## config.mk

```make
export PLATFORM = sky130hd
export DESIGN_NAME = crc16_frame_checker_unit
export DESIGN_NICKNAME = d
export VERILOG_FILES = /design/src/sv/crc16fc_pkg.sv /design/src/sv/crc16fc_front.sv /design/src/sv/crc16fc_queue.sv /design/src/sv/crc16fc_back.sv /design/src/sv/crc16_frame_checker_unit.sv
export SDC_FILE = /design/constraint.sdc
export NUM_CORES = 1
export LEC_CHECK = 0
export BUFFER_PORTS_ARGS = -buffer_cell sky130_fd_sc_hd__buf_2
export CAP_MARGIN = 25
export CORE_AREA = 4 4 186 188
export DETAILED_ROUTE_END_ITERATION = 10
export DIE_AREA = 0 0 190 192
export PLACE_DENSITY = 0.56
export SETUP_SLACK_MARGIN = 0.5
export SLEW_MARGIN = 20
export SYNTH_ARGS = -nofsm -noshare
export SYNTH_HDL_FRONTEND = slang
export SYNTH_SLANG_ARGS = --single-unit
```

## constraint.sdc

```tcl
create_clock -name clk -period 6.4 [get_ports clk]
set_input_delay 0.32 -clock clk [delete_from_list [all_inputs] [get_ports clk]]
set_output_delay 0.32 -clock clk [all_outputs]
set_load 0.05 [all_outputs]
```

## src/sv/crc16fc_pkg.sv

```systemverilog
`timescale 1ns / 1ps
`default_nettype none
// ----------------------------------------------------------------------------
// crc16fc_pkg
// Shared types, register codes and bit helpers for the CRC-16 frame checker.
// ----------------------------------------------------------------------------
package crc16fc_pkg;

  // Configuration register indexes
  localparam int unsigned CfgIdxW = 3;
  localparam logic [CfgIdxW-1:0] CFG_POLY         = 3'd0;
  localparam logic [CfgIdxW-1:0] CFG_REFLECT_POLY = 3'd1;
  localparam logic [CfgIdxW-1:0] CFG_INIT_VALUE   = 3'd2;
  localparam logic [CfgIdxW-1:0] CFG_REFLECT_IN   = 3'd3;
  localparam logic [CfgIdxW-1:0] CFG_REFLECT_OUT  = 3'd4;
  localparam logic [CfgIdxW-1:0] CFG_XOR_ENABLE   = 3'd5;
  localparam logic [CfgIdxW-1:0] CFG_XOR_OUT      = 3'd6;

  // Reset values (Modbus flavor)
  localparam logic [15:0] PolyReset        = 16'h8005;
  localparam logic        ReflectPolyReset = 1'b1;
  localparam logic [15:0] InitValueReset   = 16'hFFFF;
  localparam logic        ReflectInReset   = 1'b0;
  localparam logic        ReflectOutReset  = 1'b0;
  localparam logic        XorEnableReset   = 1'b0;
  localparam logic [15:0] XorOutReset      = 16'h0000;

  // Front-to-back queue depth default
  localparam int unsigned QueueDepth = 2;

  typedef struct packed {
    logic [15:0] poly;
    logic        reflect_poly;
    logic [15:0] init_value;
    logic        reflect_in;
    logic        reflect_out;
    logic        xor_enable;
    logic [15:0] xor_out;
  } cfg_t;

  // One queued work entry: optional reload, optional byte fold, optional finish
  typedef struct packed {
    logic        restart;
    logic        fold;
    logic [7:0]  fold_byte;
    logic        last;
    logic [15:0] rx_crc;
    logic        short_frame;
  } op_t;

  function automatic logic [7:0] rev8(input logic [7:0] v);
    logic [7:0] r;
    for (int i = 0; i < 8; i++) begin
      r[i] = v[7-i];
    end
    return r;
  endfunction

  function automatic logic [15:0] rev16(input logic [15:0] v);
    logic [15:0] r;
    for (int i = 0; i < 16; i++) begin
      r[i] = v[15-i];
    end
    return r;
  endfunction

  // Right-shifting byte update, eight bit steps
  function automatic logic [15:0] fold8(input logic [15:0] crc, input logic [7:0] b,
                                        input logic [15:0] p);
    logic [15:0] c;
    c = crc ^ {8'h00, b};
    for (int i = 0; i < 8; i++) begin
      c = c[0] ? ((c >> 1) ^ p) : (c >> 1);
    end
    return c;
  endfunction

endpackage
`default_nettype wire

```

## src/sv/crc16fc_front.sv

```systemverilog
`timescale 1ns / 1ps
`default_nettype none
// ----------------------------------------------------------------------------
// crc16fc_front
// Accepts frame bytes, runs the two-byte holding window and issues work ops.
// ----------------------------------------------------------------------------
module crc16fc_front (
  input  wire logic             clk,
  input  wire logic             rst_n,
  input  wire logic             in_valid,
  output logic                  in_stall,
  input  wire logic [7:0]       in_data_byte,
  input  wire logic             in_frame_start,
  input  wire logic             in_frame_end,
  input  wire logic             q_full,
  output logic                  q_push,
  output crc16fc_pkg::op_t      q_op
);

  logic [7:0] held0_r, held0_nxt;
  logic [7:0] held1_r, held1_nxt;
  logic [1:0] cnt_r, cnt_nxt;

  logic [7:0] h0, h1, w0, w1;
  logic [1:0] cnt0, cnt1;
  logic       fold;

  assign in_stall = q_full;
  assign q_push   = in_valid & ~q_full;

  always_comb begin
    // frame start empties the window first
    cnt0 = in_frame_start ? 2'd0 : cnt_r;
    h0   = in_frame_start ? 8'h00 : held0_r;
    h1   = in_frame_start ? 8'h00 : held1_r;
    fold = (cnt0 == 2'd2);
    if (fold) begin
      w0   = h1;
      w1   = in_data_byte;
      cnt1 = 2'd2;
    end else begin
      w0   = cnt0[0] ? h0 : in_data_byte;
      w1   = cnt0[0] ? in_data_byte : h1;
      cnt1 = cnt0 + 2'd1;
    end

    q_op.restart     = in_frame_start;
    q_op.fold        = fold;
    q_op.fold_byte   = h0;
    q_op.last        = in_frame_end;
    q_op.rx_crc      = {w1, w0};
    q_op.short_frame = (cnt1 != 2'd2);

    held0_nxt = held0_r;
    held1_nxt = held1_r;
    cnt_nxt   = cnt_r;
    if (q_push) begin
      if (in_frame_end) begin
        held0_nxt = 8'h00;
        held1_nxt = 8'h00;
        cnt_nxt   = 2'd0;
      end else begin
        held0_nxt = w0;
        held1_nxt = w1;
        cnt_nxt   = cnt1;
      end
    end
  end

  always_ff @(posedge clk) begin
    if (!rst_n) begin
      held0_r <= 8'h00;
      held1_r <= 8'h00;
      cnt_r   <= 2'd0;
    end else begin
      held0_r <= held0_nxt;
      held1_r <= held1_nxt;
      cnt_r   <= cnt_nxt;
    end
  end

endmodule
`default_nettype wire

```

## src/sv/crc16fc_queue.sv

```systemverilog
`timescale 1ns / 1ps
`default_nettype none
// ----------------------------------------------------------------------------
// crc16fc_queue
// Small show-ahead FIFO of work ops between front and back.
// ----------------------------------------------------------------------------
module crc16fc_queue #(
  parameter int unsigned DEPTH = crc16fc_pkg::QueueDepth
) (
  input  wire logic             clk,
  input  wire logic             rst_n,
  input  wire logic             push,
  input  wire crc16fc_pkg::op_t push_op,
  output logic                  full,
  input  wire logic             pop,
  output logic                  head_valid,
  output crc16fc_pkg::op_t      head_op
);

  localparam int unsigned PtrW = (DEPTH > 1) ? $clog2(DEPTH) : 1;
  localparam int unsigned CntW = $clog2(DEPTH + 1);
  localparam logic [PtrW-1:0] LastPtr = PtrW'(DEPTH - 1);
  localparam logic [CntW-1:0] FullCnt = CntW'(DEPTH);
  localparam logic [PtrW-1:0] PtrOne  = PtrW'(1);
  localparam logic [CntW-1:0] CntOne  = CntW'(1);

  crc16fc_pkg::op_t mem_r [DEPTH];
  logic [PtrW-1:0]  wr_ptr_r, wr_ptr_nxt;
  logic [PtrW-1:0]  rd_ptr_r, rd_ptr_nxt;
  logic [CntW-1:0]  cnt_r, cnt_nxt;
  logic             do_pop;

  assign full       = (cnt_r == FullCnt);
  assign head_valid = (cnt_r != '0);
  assign head_op    = mem_r[rd_ptr_r];
  assign do_pop     = pop & head_valid;

  always_comb begin
    wr_ptr_nxt = wr_ptr_r;
    rd_ptr_nxt = rd_ptr_r;
    cnt_nxt    = cnt_r;
    if (push) begin
      wr_ptr_nxt = (wr_ptr_r == LastPtr) ? '0 : wr_ptr_r + PtrOne;
    end
    if (do_pop) begin
      rd_ptr_nxt = (rd_ptr_r == LastPtr) ? '0 : rd_ptr_r + PtrOne;
    end
    unique case ({push, do_pop})
      2'b10:   cnt_nxt = cnt_r + CntOne;
      2'b01:   cnt_nxt = cnt_r - CntOne;
      default: cnt_nxt = cnt_r;
    endcase
  end

  always_ff @(posedge clk) begin
    if (push) begin
      mem_r[wr_ptr_r] <= push_op;
    end
  end

  always_ff @(posedge clk) begin
    if (!rst_n) begin
      wr_ptr_r <= '0;
      rd_ptr_r <= '0;
      cnt_r    <= '0;
    end else begin
      wr_ptr_r <= wr_ptr_nxt;
      rd_ptr_r <= rd_ptr_nxt;
      cnt_r    <= cnt_nxt;
    end
  end

endmodule
`default_nettype wire

```

## src/sv/crc16fc_back.sv

```systemverilog
`timescale 1ns / 1ps
`default_nettype none
// ----------------------------------------------------------------------------
// crc16fc_back
// Owns the CRC accumulator: folds bytes, finalizes and registers the result.
// ----------------------------------------------------------------------------
module crc16fc_back (
  input  wire logic             clk,
  input  wire logic             rst_n,
  input  wire crc16fc_pkg::cfg_t cfg,
  input  wire logic             head_valid,
  input  wire crc16fc_pkg::op_t head_op,
  output logic                  pop,
  output logic                  out_valid,
  input  wire logic             out_stall,
  output logic                  out_crc_match,
  output logic [15:0]           out_computed_crc,
  output logic                  out_short_frame
);

  logic [15:0] acc_r, acc_nxt;
  logic        out_valid_r, out_valid_nxt;
  logic        out_match_r;
  logic [15:0] out_crc_r;
  logic        out_short_r;

  logic [15:0] p, acc0, acc1, fin;
  logic [7:0]  b;
  logic        slot_free;

  assign slot_free = ~out_valid_r | ~out_stall;
  // only finishing ops need the output slot
  assign pop = head_valid & (~head_op.last | slot_free);

  always_comb begin
    p    = cfg.reflect_poly ? crc16fc_pkg::rev16(cfg.poly) : cfg.poly;
    b    = cfg.reflect_in ? crc16fc_pkg::rev8(head_op.fold_byte) : head_op.fold_byte;
    acc0 = head_op.restart ? cfg.init_value : acc_r;
    acc1 = head_op.fold ? crc16fc_pkg::fold8(acc0, b, p) : acc0;
    fin  = cfg.reflect_out ? crc16fc_pkg::rev16(acc1) : acc1;
    if (cfg.xor_enable) begin
      fin = fin ^ cfg.xor_out;
    end

    acc_nxt       = acc_r;
    out_valid_nxt = out_valid_r & out_stall;
    if (pop) begin
      acc_nxt = head_op.last ? cfg.init_value : acc1;
      if (head_op.last) begin
        out_valid_nxt = 1'b1;
      end
    end
  end

  always_ff @(posedge clk) begin
    if (pop && head_op.last) begin
      out_match_r <= ~head_op.short_frame & (head_op.rx_crc == fin);
      out_crc_r   <= fin;
      out_short_r <= head_op.short_frame;
    end
  end

  always_ff @(posedge clk) begin
    if (!rst_n) begin
      acc_r       <= crc16fc_pkg::InitValueReset;
      out_valid_r <= 1'b0;
    end else begin
      acc_r       <= acc_nxt;
      out_valid_r <= out_valid_nxt;
    end
  end

  assign out_valid        = out_valid_r;
  assign out_crc_match    = out_match_r;
  assign out_computed_crc = out_crc_r;
  assign out_short_frame  = out_short_r;

endmodule
`default_nettype wire

```

## src/sv/crc16_frame_checker_unit.sv

```systemverilog
`timescale 1ns / 1ps
`default_nettype none
// ----------------------------------------------------------------------------
// crc16_frame_checker_unit
// Streaming CRC-16 frame checker with programmable polynomial and options.
// ----------------------------------------------------------------------------
// Takes one frame byte per clock transaction and, on the byte flagged
// frame_end, returns one result transaction: the finalized CRC of the frame
// body, whether it equals the last two frame bytes (low byte first), and a
// short-frame flag when fewer than two bytes arrived. Sustained rate is one
// byte per cycle while in_stall is low; the eight-bit CRC update is
// combinational XOR logic in the back end. A front end keeps the two-byte
// holding window and pushes one work op per byte into a two-entry queue; the
// back end drains the queue into the accumulator and a result register, which
// loads when the frame's last op is popped. in_stall rises only when the queue is full,
// i.e. when the result register is held by out_stall. Configuration writes
// are always ready and take effect for bytes folded afterwards; write them
// only while no transaction is in flight. Reset values give Modbus CRC-16
// (0x8005 reflected, init 0xFFFF, no final XOR).
// ----------------------------------------------------------------------------
module crc16_frame_checker_unit #(
  parameter int unsigned QUEUE_DEPTH = crc16fc_pkg::QueueDepth
) (
  input  wire logic                            clk,
  input  wire logic                            rst_n,
  // byte stream
  input  wire logic                            in_valid,
  output logic                                 in_stall,
  input  wire logic [7:0]                      in_data_byte,
  input  wire logic                            in_frame_start,
  input  wire logic                            in_frame_end,
  // results
  output logic                                 out_valid,
  input  wire logic                            out_stall,
  output logic                                 out_crc_match,
  output logic [15:0]                          out_computed_crc,
  output logic                                 out_short_frame,
  // configuration writes
  input  wire logic                            cfg_valid,
  output logic                                 cfg_ready,
  input  wire logic [crc16fc_pkg::CfgIdxW-1:0] cfg_index,
  input  wire logic [15:0]                     cfg_data
);

  crc16fc_pkg::cfg_t cfg_r, cfg_nxt;
  crc16fc_pkg::op_t  push_op, head_op;
  logic              q_full, q_push, q_pop, head_valid;

  // register file never back-pressures
  assign cfg_ready = 1'b1;

  always_comb begin
    cfg_nxt = cfg_r;
    if (cfg_valid) begin
      unique case (cfg_index)
        crc16fc_pkg::CFG_POLY:         cfg_nxt.poly         = cfg_data;
        crc16fc_pkg::CFG_REFLECT_POLY: cfg_nxt.reflect_poly = cfg_data[0];
        crc16fc_pkg::CFG_INIT_VALUE:   cfg_nxt.init_value   = cfg_data;
        crc16fc_pkg::CFG_REFLECT_IN:   cfg_nxt.reflect_in   = cfg_data[0];
        crc16fc_pkg::CFG_REFLECT_OUT:  cfg_nxt.reflect_out  = cfg_data[0];
        crc16fc_pkg::CFG_XOR_ENABLE:   cfg_nxt.xor_enable   = cfg_data[0];
        crc16fc_pkg::CFG_XOR_OUT:      cfg_nxt.xor_out      = cfg_data;
        default:                       cfg_nxt              = cfg_r; // unmapped index
      endcase
    end
  end

  always_ff @(posedge clk) begin
    if (!rst_n) begin
      cfg_r.poly         <= crc16fc_pkg::PolyReset;
      cfg_r.reflect_poly <= crc16fc_pkg::ReflectPolyReset;
      cfg_r.init_value   <= crc16fc_pkg::InitValueReset;
      cfg_r.reflect_in   <= crc16fc_pkg::ReflectInReset;
      cfg_r.reflect_out  <= crc16fc_pkg::ReflectOutReset;
      cfg_r.xor_enable   <= crc16fc_pkg::XorEnableReset;
      cfg_r.xor_out      <= crc16fc_pkg::XorOutReset;
    end else begin
      cfg_r <= cfg_nxt;
    end
  end

  // front: window and op issue
  crc16fc_front u_front (
    .clk            (clk),
    .rst_n          (rst_n),
    .in_valid       (in_valid),
    .in_stall       (in_stall),
    .in_data_byte   (in_data_byte),
    .in_frame_start (in_frame_start),
    .in_frame_end   (in_frame_end),
    .q_full         (q_full),
    .q_push         (q_push),
    .q_op           (push_op)
  );

  // decoupling queue
  crc16fc_queue #(
    .DEPTH (QUEUE_DEPTH)
  ) u_queue (
    .clk        (clk),
    .rst_n      (rst_n),
    .push       (q_push),
    .push_op    (push_op),
    .full       (q_full),
    .pop        (q_pop),
    .head_valid (head_valid),
    .head_op    (head_op)
  );

  // back: accumulator and result register
  crc16fc_back u_back (
    .clk              (clk),
    .rst_n            (rst_n),
    .cfg              (cfg_r),
    .head_valid       (head_valid),
    .head_op          (head_op),
    .pop              (q_pop),
    .out_valid        (out_valid),
    .out_stall        (out_stall),
    .out_crc_match    (out_crc_match),
    .out_computed_crc (out_computed_crc),
    .out_short_frame  (out_short_frame)
  );

endmodule
`default_nettype wire
```

# Word-level counts from Yosys, hierarchy flattened
# Memories as Yosys holds them, arrays and structs flattened. A register that Yosys moved wholly into a read port is not among the register bits.
# Index checks and enable logic that the tools add are counted.
[op_classes]
eq_ne = 12
n_reduce_logical = 11
addsub = 5
mux = 35
bitwise = 22
[ops]
columns = ["op", "n"]
rows = [
  ["two-way mux 16 bit", 14],
  ["XOR 15 x 16 -> 16 bit", 8],
  ["two-way mux 8 bit", 9],
  ["== test 16 bit", 1],
  ["XOR 16 bit", 1],
  ["XOR 16 x 8 -> 16 bit", 1],
  ["AND reduction 2 bit", 7],
  ["== test 3 bit (second input constant)", 3],
  ["two-way mux 1 bit", 8],
  ["== test 2 bit (second input constant)", 3],
  ["== test 3 x 2 -> 1 bit (second input constant)", 2],
  ["two-way mux 2 bit", 3],
  ["bitwise AND 1 bit", 5],
  ["NOT 1 bit", 5],
  ["adder 2 x 1 -> 2 bit (second input constant)", 2],
  ["case mux 2 bit (2 select lines)", 1],
  ["nonzero test 2 bit", 2],
  ["== test 3 x 1 -> 1 bit (second input constant)", 1],
  ["logical NOT 3 bit", 1],
  ["adder 1 bit (second input constant)", 2],
  ["== test 2 x 1 -> 1 bit (second input constant)", 1],
  ["inequality test 2 bit (second input constant)", 1],
  ["bitwise OR 1 bit", 2],
  ["subtractor 2 x 1 -> 2 bit (second input constant)", 1],
  ["logical AND 1 bit", 1],
]
[totals]
regBits = 109
inputBits = 34
ramBits = 56
out_inout_bits = 21
wordCells = 104
n_memories = 1
[memory_table]
columns = ["memory", "words", "word_bits", "read_ports", "rd_ports_with_merged_regs", "wr", "line_no", "text"]
rows = [
  ["u_queue.mem_r", 2, 28, 1, 1, 1, "crc16fc_queue.sv:27", "crc16fc_pkg::op_t mem_r [DEPTH];"],
]

# Logic depth before layout (Yosys ltp)
# Gate-level depths: netlist of run 1.
[logic_depth]
ltp_word = 24
depth_mapped = 23
depth_no_buf = 19

# Cells and area by module
# A second synthesis of run 1 with hierarchy kept.
[unflattened]
cells_unflattened = 1227
area_unflattened_um2 = 11493.5
[by_module_without_submodules]
columns = ["module", "area_each_um2", "instances", "cells_per_inst"]
rows = [
  ["crc16fc_back", 5830.6, 1, 744],
  ["crc16fc_queue", 2243.4, 1, 110],
  ["crc16_frame_checker_unit", 2158.3, 1, 214],
  ["crc16fc_front", 1261.2, 1, 159],
]

# Worst setup path after synthesis of run 1
# OpenSTA, ideal clock, no wires.
[synth_timing]
path_kind = "reg2reg"
from = "reg (tool-made name)"
to = "reg u_back.out_match_r (netlist: u_back.out_crc_match), data pin"
setup_time_ns = 0.132
path_stages_with_launch = 22
t_arrival_ns = 6.177
required_time_ns = 6.268
slack_ns = 0.091
period_less_slack_ns = 6.309
n_path_buf = 2
path_cell_list = "dfxtp_1 -> mux2i_4 -> mux2i_4 -> xnor2_1 -> buf_2 -> o21ai_1 -> and3_1 -> o311a_1 -> a211oi_2 -> mux2_2 -> or4_1 -> buf_4 -> a22oi_4 -> a221oi_4 -> xnor2_2 -> o221a_2 -> a221oi_1 -> mux2i_4 -> xnor3_1 -> or4_1 -> nor4_1 -> and3_1"
[synth_lines]
columns = ["element", "line_no", "text"]
rows = [
  ["to (signal assigned)", "crc16fc_back.sv:57", "out_match_r <= ~head_op.short_frame & (head_op.rx_crc == fin);"],
  ["to (decl)", "crc16fc_back.sv:23", "logic out_match_r;"],
]

==> impl_metrics.tcl, run 1 <==
set metrics [dict create \
    crit_path_end_kind "flop" \
    synth_ff_type "dfxtp_1" \
    grt_overflow 0 \
    avgRoutedWirePerCell_um 20.4 \
    top_level_ports 55 \
    rrSetupSlack_ns 0.13 \
    start_util_pct 34.4 \
    synth-async-reset-ratio_pct 0 \
    synth-seq-cells 166 \
    grt_max_degree 93 \
    dr_total_vias 10300 \
    clock_latency_ns 0.43 \
    clock_skew_ns 0.00704 \
    final_area_um2 14100 \
    tns_ns 0 \
    ant_nets 0 \
    cts_made_buffers 17 \
    fin_cells 1861 \
    placed_area_um2 12900 \
    htree_levels 4 \
    cts_root_buf "clkbuf_16" \
    grt_pass1_vias 9789 \
    critPathRequiredTime_ns 6.70 \
    yosys-top-cells-area "edfxtp_1 (20%), dfxtp_1 (16%), xnor2_1 (9.2%)" \
    die-area_um2 36500 \
    outcome "finished, final reports clean" \
    die_w_um 190 \
    postCtsHoldBufs 0 \
    ctsLongestPathBuffers 2 \
    layout-drive-gt1-share_pct 24.7 \
    rr_worst_depth 24 \
    multi_input_area_um2 7350 \
    min_path_type "in -> reg" \
    area_growth_pct 24.0 \
    dp_hpwl_um 28100 \
    port_buffers 53 \
    critPathKind "reg -> reg" \
    peakVddDrop_uv 263 \
    core_area_um2 33100 \
    synth_top_area_share_pct 19.5 \
    syn_inst 1267 \
    synth_area_leader_cell "edfxtp_1" \
    nFillCells 3259 \
    tightest_slew_ns 1.01 \
    fp-row-count 67 \
    slew_headroom_pct 32.9 \
    wl_um 37900 \
    post-route-drc-count 0 \
    period_share_pct 97.9 \
    drtPass1Iterations 5 \
    min_path_cells 1 \
    yosysMostFrequentCell "nand2_1" \
    p_per_area_nw_per_um2 542 \
    finalHoldViolations 0 \
    synth_warnings 0 \
    clk_pin_slew_ns 0.07 \
    start_kind "flop" \
    setup_viol 0 \
    final.min_clock_period_ns 6.27 \
    die_height_um 192 \
    track_usage_pct 20.6 \
    ys_seq_area_share_pct 35.7 \
    viasPerCell 5.52 \
    synth_area_um2 11400 \
    layout.nets 1437 \
    clock-sinks 166 \
    cts_tree "yes" \
    routabilityCongestion 0.923 \
    cp_data_arrival_time_ns 6.57 \
    synth-edff-count 74 \
    p_leak_nw 5.12 \
    drt_iter0_drc 1085 \
    syn_area_per_cell_um2 8.98 \
    grt_pass1_wl_um 58300 \
    antenna_cells 0 \
    sequential_cell_area_um2 4070 \
    syn_nets 1304 \
    fmax_mhz 160 \
    placed_cells 1800 \
    yosys-top-cells-count "nand2_1 (201), xnor2_1 (120), nor2_1 (111)" \
    rsz0062_at_grt "yes" \
    antenna_found_initial 0 \
    drv_slew 0 \
    maxCapViolations 0 \
    worst-path-max-fanout 6 \
    synth_cell_type_count 91 \
]
report_power, final:
part           leakage [nW]  internal [mW]  switching (mW)  total (mW)
sequential             1.44           1.30          0.0751        1.37
combinational          3.40           2.38            2.90        5.27
clock                 0.283          0.548           0.453        1.00
total                  5.12           4.22            3.42        7.64
layer usage:
layer / track usage, % / routed length (um) / up-vias
met2: 34.4 / 18400 / 384
met1: 27.1 / 16000 / 4984
met5: 0 / 0 / -
met3: 2.29 / 1920 / 58
li1: - / - / 4853
met4: 9.04 / 1560 / 0
cell type report:
| type | count | area share, % |
|---|---|---|
| sequential | 166 | 28.8 |
| clock buffer | 18 | 3.04 |
| multi-input combinational | 1008 | 52.1 |
| tap | 448 | 3.97 |
| timing repair buffer | 199 | 10.8 |
| inverter | 8 | 0.213 |
| clock inverter | 14 | 0.985 |
through the flow:
stage / power (mW) / setup slack, ns / hold WS [ns] / utilization, %
detailed placement: 5.98 / -0.0854 / 0.460 / 39.1
global placement: 5.97 / -0.0841 / 0.454 / 39.0
finish: 7.64 / 0.133 / 0.144 / 42.6
global route: 8.03 / -0.0121 / 0.129 / 42.6
CTS: 7.48 / 0.202 / 0.125 / 42.1
floorplan: 4.44 / 0.495 / 0.419 / -
placed cells by master (no fill, tap or decap), drive strengths merged, types with 5 or more instances in the layout:
| cell | count |
|---|---|
| dfxtp | 92 |
| mux2 | 31 |
| nand4 | 8 |
| a311oi | 5 |
| a41oi | 5 |
| and2 | 9 |
| and3 | 8 |
| clkbuf | 18 |
| nor3b | 9 |
| o21ai | 51 |
| a211oi | 9 |
| xnor3 | 5 |
| nor2b | 33 |
| mux4 | 13 |
| a221oi | 8 |
| or3 | 5 |
| o211ai | 5 |
| nand2b | 5 |
| mux2i | 60 |
| buf | 199 |
| a22oi | 28 |
| nor4 | 9 |
| xor2 | 20 |
| edfxtp | 74 |
| nand2 | 202 |
| inv | 15 |
| clkinv | 6 |
| o21a | 5 |
| o22ai | 5 |
| a21oi | 46 |
| o221ai | 15 |
| a31oi | 9 |
| nor2 | 111 |
| nor3 | 26 |
| a2111oi | 7 |
| xnor2 | 123 |
| a21boi | 31 |
| nand3 | 46 |
| o311ai | 5 |
path summary, 6_finish.rpt:
kind	startpoint	end
worst min register to register	cfg_r[2]$_SDFFE_PN0P_	cfg_r[2]$_SDFFE_PN0P_
worst min-delay path	in_frame_end	u_queue.mem_r[1][17]$_DFFE_PP_
worst max register to register	flop	u_back.out_crc_match$_DFFE_PP_
worst max-delay path	flop	u_back.out_crc_match$_DFFE_PP_
timing repair:
item | CTS | global route
buffers inserted | 23 | 6
pin swaps | 24 | 12
gates resized for setup | 38 | 20
endpoints found under the setup margin | 6 | 5
endpoints found under the hold margin | 0 | 0
worst max-delay path, cell delays in order (launching register included):
cell and delay [ns]:
dfxtp_4 0.38, mux2i_4 0.24, buf_12 0.15, mux2i_4 0.28, buf_6 0.15, xor2_4 0.20
xnor2_2 0.16, mux2_4 0.34, o21a_1 0.20, buf_4 0.15, a311oi_1 0.37, a311oi_4 0.11
o32ai_2 0.31, buf_4 0.20, nor3_4 0.07, buf_4 0.16, a311oi_1 0.28, o32ai_1 0.15
xnor2_1 0.43, mux2i_2 0.41, o311ai_4 0.16, xnor2_1 0.17, or4_1 0.53, nor4_2 0.32
and3_1 0.20
cell families (layout without fill, tap and decap cells):
kind of cell | Yosys count | count (layout) | synth area share (%)
AO/OA/AOI/OAI | 268 | 268 | 17.3
XOR/XNOR | 148 | 148 | 12.4
adder cells (fa/ha/maj) | 3 | 3 | 0.330
buffers and inverters | 93 | 239 | 3.26
flip-flops | 166 | 166 | 35.7
multiplexers | 104 | 104 | 11.4
other | 1 | 1 | 0.0330
AND/OR/NAND/NOR | 484 | 484 | 19.6
state kept, by name, indices dropped and copies added (netlist names), 2 cells and up, named ones only:
name	count
u_queue.mem_r	56
cfg_r	52
u_back.acc_r	16
u_back.out_computed_crc	16
u_front.held0_r	8
u_front.held1_r	8
u_front.cnt_r	2
u_queue.cnt_r	2
Power figures use the tool's default switching activity.
==> run 2, diff against run 1 <==
--- a/config.mk
+++ b/config.mk
@@ -7,10 +7,10 @@
 export LEC_CHECK = 0
 export BUFFER_PORTS_ARGS = -buffer_cell sky130_fd_sc_hd__buf_2
 export CAP_MARGIN = 25
-export CORE_AREA = 4 4 186 188
+export CORE_AREA = 4 4 149 151
 export DETAILED_ROUTE_END_ITERATION = 10
-export DIE_AREA = 0 0 190 192
-export PLACE_DENSITY = 0.56
+export DIE_AREA = 0 0 153 155
+export PLACE_DENSITY = 0.79
 export SETUP_SLACK_MARGIN = 0.5
 export SLEW_MARGIN = 20
 export SYNTH_ARGS = -nofsm -noshare
==> run 2 against run 1 <==
Sequential share of layout area fell by 0.31 points. Sequential power barely moved. Via count up 6.4%. Clock power up 5%. Worst hold slack worse by 0.011 ns. Clock skew increased by 0.0097 ns. Count of clock-buffer cells in the layout increased by 1. Flip-flop and latch count stayed put. Total power increased by 7.7%. Final cell count decreased by 8.8%. Die area is 35% lower. Non-clock buffer count increased by 8.
==> impl_metrics.tcl, run 2 (synthesis results as in run 1) <==
set metrics [dict create \
    routabilityCongestion 0.991 \
    top_register "u_queue.mem_r" \
    min_path_type "in -> reg" \
    place_ws_ns -0.0356 \
    slowest_stage "nor4_4" \
    fp-row-count 53 \
    top_regs "u_queue.mem_r (56), cfg_r (52)" \
    cts_tree "yes" \
    worst-path-max-fanout 8 \
    layout_common_cells "nand2_1 (199), buf_4 (131), nor2_1 (105), xnor2_1 (105), dfxtp_1 (91)" \
    cp_data_arrival_time_ns 6.51 \
    cp_top_family "compound AO/OA/AOI/OAI gates" \
    min_path_cells 3 \
    crit_path_end_kind "flop" \
    slew_headroom_pct 33.9 \
    outcome "finished, final reports clean" \
    setup_viol 0 \
    critical_path.max_stage_delay_ns 0.42 \
    rsz0062_at_grt "yes" \
    fin_cells 1697 \
    drv_slew 0 \
    area_growth_pct 25.3 \
    tightest_slew_ns 0.992 \
    fmax_mhz 161 \
    critPathKind "reg -> reg" \
    avgRoutedWirePerCell_um 22.7 \
    final.min_clock_period_ns 6.20 \
    track_usage_pct 31.6 \
    clock_latency_ns 0.44 \
    ant_nets 0 \
    antenna_found_initial 0 \
    peakVddDrop_uv 376 \
    dr_total_vias 10900 \
    p_per_area_nw_per_um2 577 \
    top_level_ports 55 \
    core_area_um2 20800 \
    clock_skew_ns 0.0168 \
    largest_reg_flops 56 \
    p_leak_nw 5.25 \
    grt_pass1_vias 10300 \
    die_height_um 155 \
    post-route-drc-count 0 \
    port_buffers 53 \
    die_w_um 153 \
    dp_hpwl_um 26800 \
    crit_top_cell "buf_4" \
    grt_pass1_wl_um 59200 \
    cts_made_buffers 17 \
    layout.cells.most_common "nand2_1" \
    hold_slack_ns 0.133 \
    rr_endpoint "u_back.out_crc_match$_DFFE_PP_" \
    worstHoldStart "cfg_data[3]" \
    ctsLongestPathBuffers 2 \
    die-area_um2 23700 \
    grt_overflow 0 \
    wl_um 38500 \
    start_kind "flop" \
    postCtsHoldBufs 0 \
    finalHoldViolations 0 \
    htree_levels 4 \
    cts_root_buf "clkbuf_16" \
    antenna_cells 0 \
    critPathRequiredTime_ns 6.71 \
    critical_path_buf_inv_count 11 \
    start_util_pct 54.6 \
    rr_worst_depth 30 \
    grt_max_degree 73 \
    layout.nets 1446 \
    rrSetupSlack_ns 0.20 \
    layout-drive-gt1-share_pct 28.0 \
    clk_pin_slew_ns 0.08 \
    viasPerCell 6.44 \
    clock-sinks 166 \
    hold_path_end "cfg_r[22]$_SDFFE_PN1P_" \
    placed_cells 1608 \
    drt_iter0_drc 1381 \
    drtPass1Iterations 5 \
    tns_ns 0 \
    period_share_pct 96.9 \
    setup_slack_ns 0.199 \
    maxCapViolations 0 \
]
## run 2: power breakdown
group | total (mW) | switching, mW | internal, mW
clock | 1.05 | 0.491 | 0.557
combinational | 5.81 | 3.16 | 2.65
sequential | 1.38 | 0.0809 | 1.30
## run 2: worst max path at each step
stage / startpoint / to / slack (ns) / cells after the start
floorplan: flop / u_back.out_crc_match$_DFFE_PP_ / 0.50 / 19
global placement: flop / u_back.out_crc_match$_DFFE_PP_ / 0.05 / 22
detailed placement: flop / u_back.out_crc_match$_DFFE_PP_ / -0.04 / 23
CTS: flop / u_back.out_crc_match$_DFFE_PP_ / 0.37 / 22
global route: flop / u_back.out_crc_match$_DFFE_PP_ / 0.05 / 27
finish: flop / u_back.out_crc_match$_DFFE_PP_ / 0.20 / 30
## run 2: metrics by stage
| step | power, mW | area (um^2) | util [%] |
|---|---|---|---|
| after floorplan | 4.44 | 11500 | - |
| after global placement | 5.77 | 12500 | 60.1 |
| after detailed placement | 5.80 | 12500 | 60.2 |
| after CTS | 7.72 | 13900 | 66.7 |
| after global routing | 8.55 | 14300 | 68.5 |
| final | 8.23 | 14300 | 68.5 |
## run 2: tightest hold or removal path, cell delays in order
cell and delay [ns]:
buf_2 0.10, nand2_1 0.05, nand3_1 0.06
## run 2: cell type report
| class | count | area, um^2 |
|---|---|---|
| Sequential cell | 166 | 4070 |
| Multi-Input combinational cell | 1009 | 7640 |
| Clock buffer | 19 | 464 |
| Clock inverter | 13 | 145 |
| Fill cell | 1602 | 6570 |
| Timing Repair Buffer | 207 | 1560 |
| Inverter | 8 | 30.0 |
| Tap cell | 275 | 344 |
## run 2: repair_timing
item | 4_1_cts | 5_1_grt
pin swaps | 45 | 34
endpoints found under the setup margin | 3 | 3
setup buffers | 40 | 15
cloned | 1 | 0
gates resized for setup | 74 | 47
## run 2: metal layers
metal,track usage [%],part of all wire [%],vias to the layer above
li1,-,-,4877
met1,41.3,39,5233
met2,51.4,47,673
met3,4.31,9.1,149
met4,16.5,5.3,0
met5,0,0,-
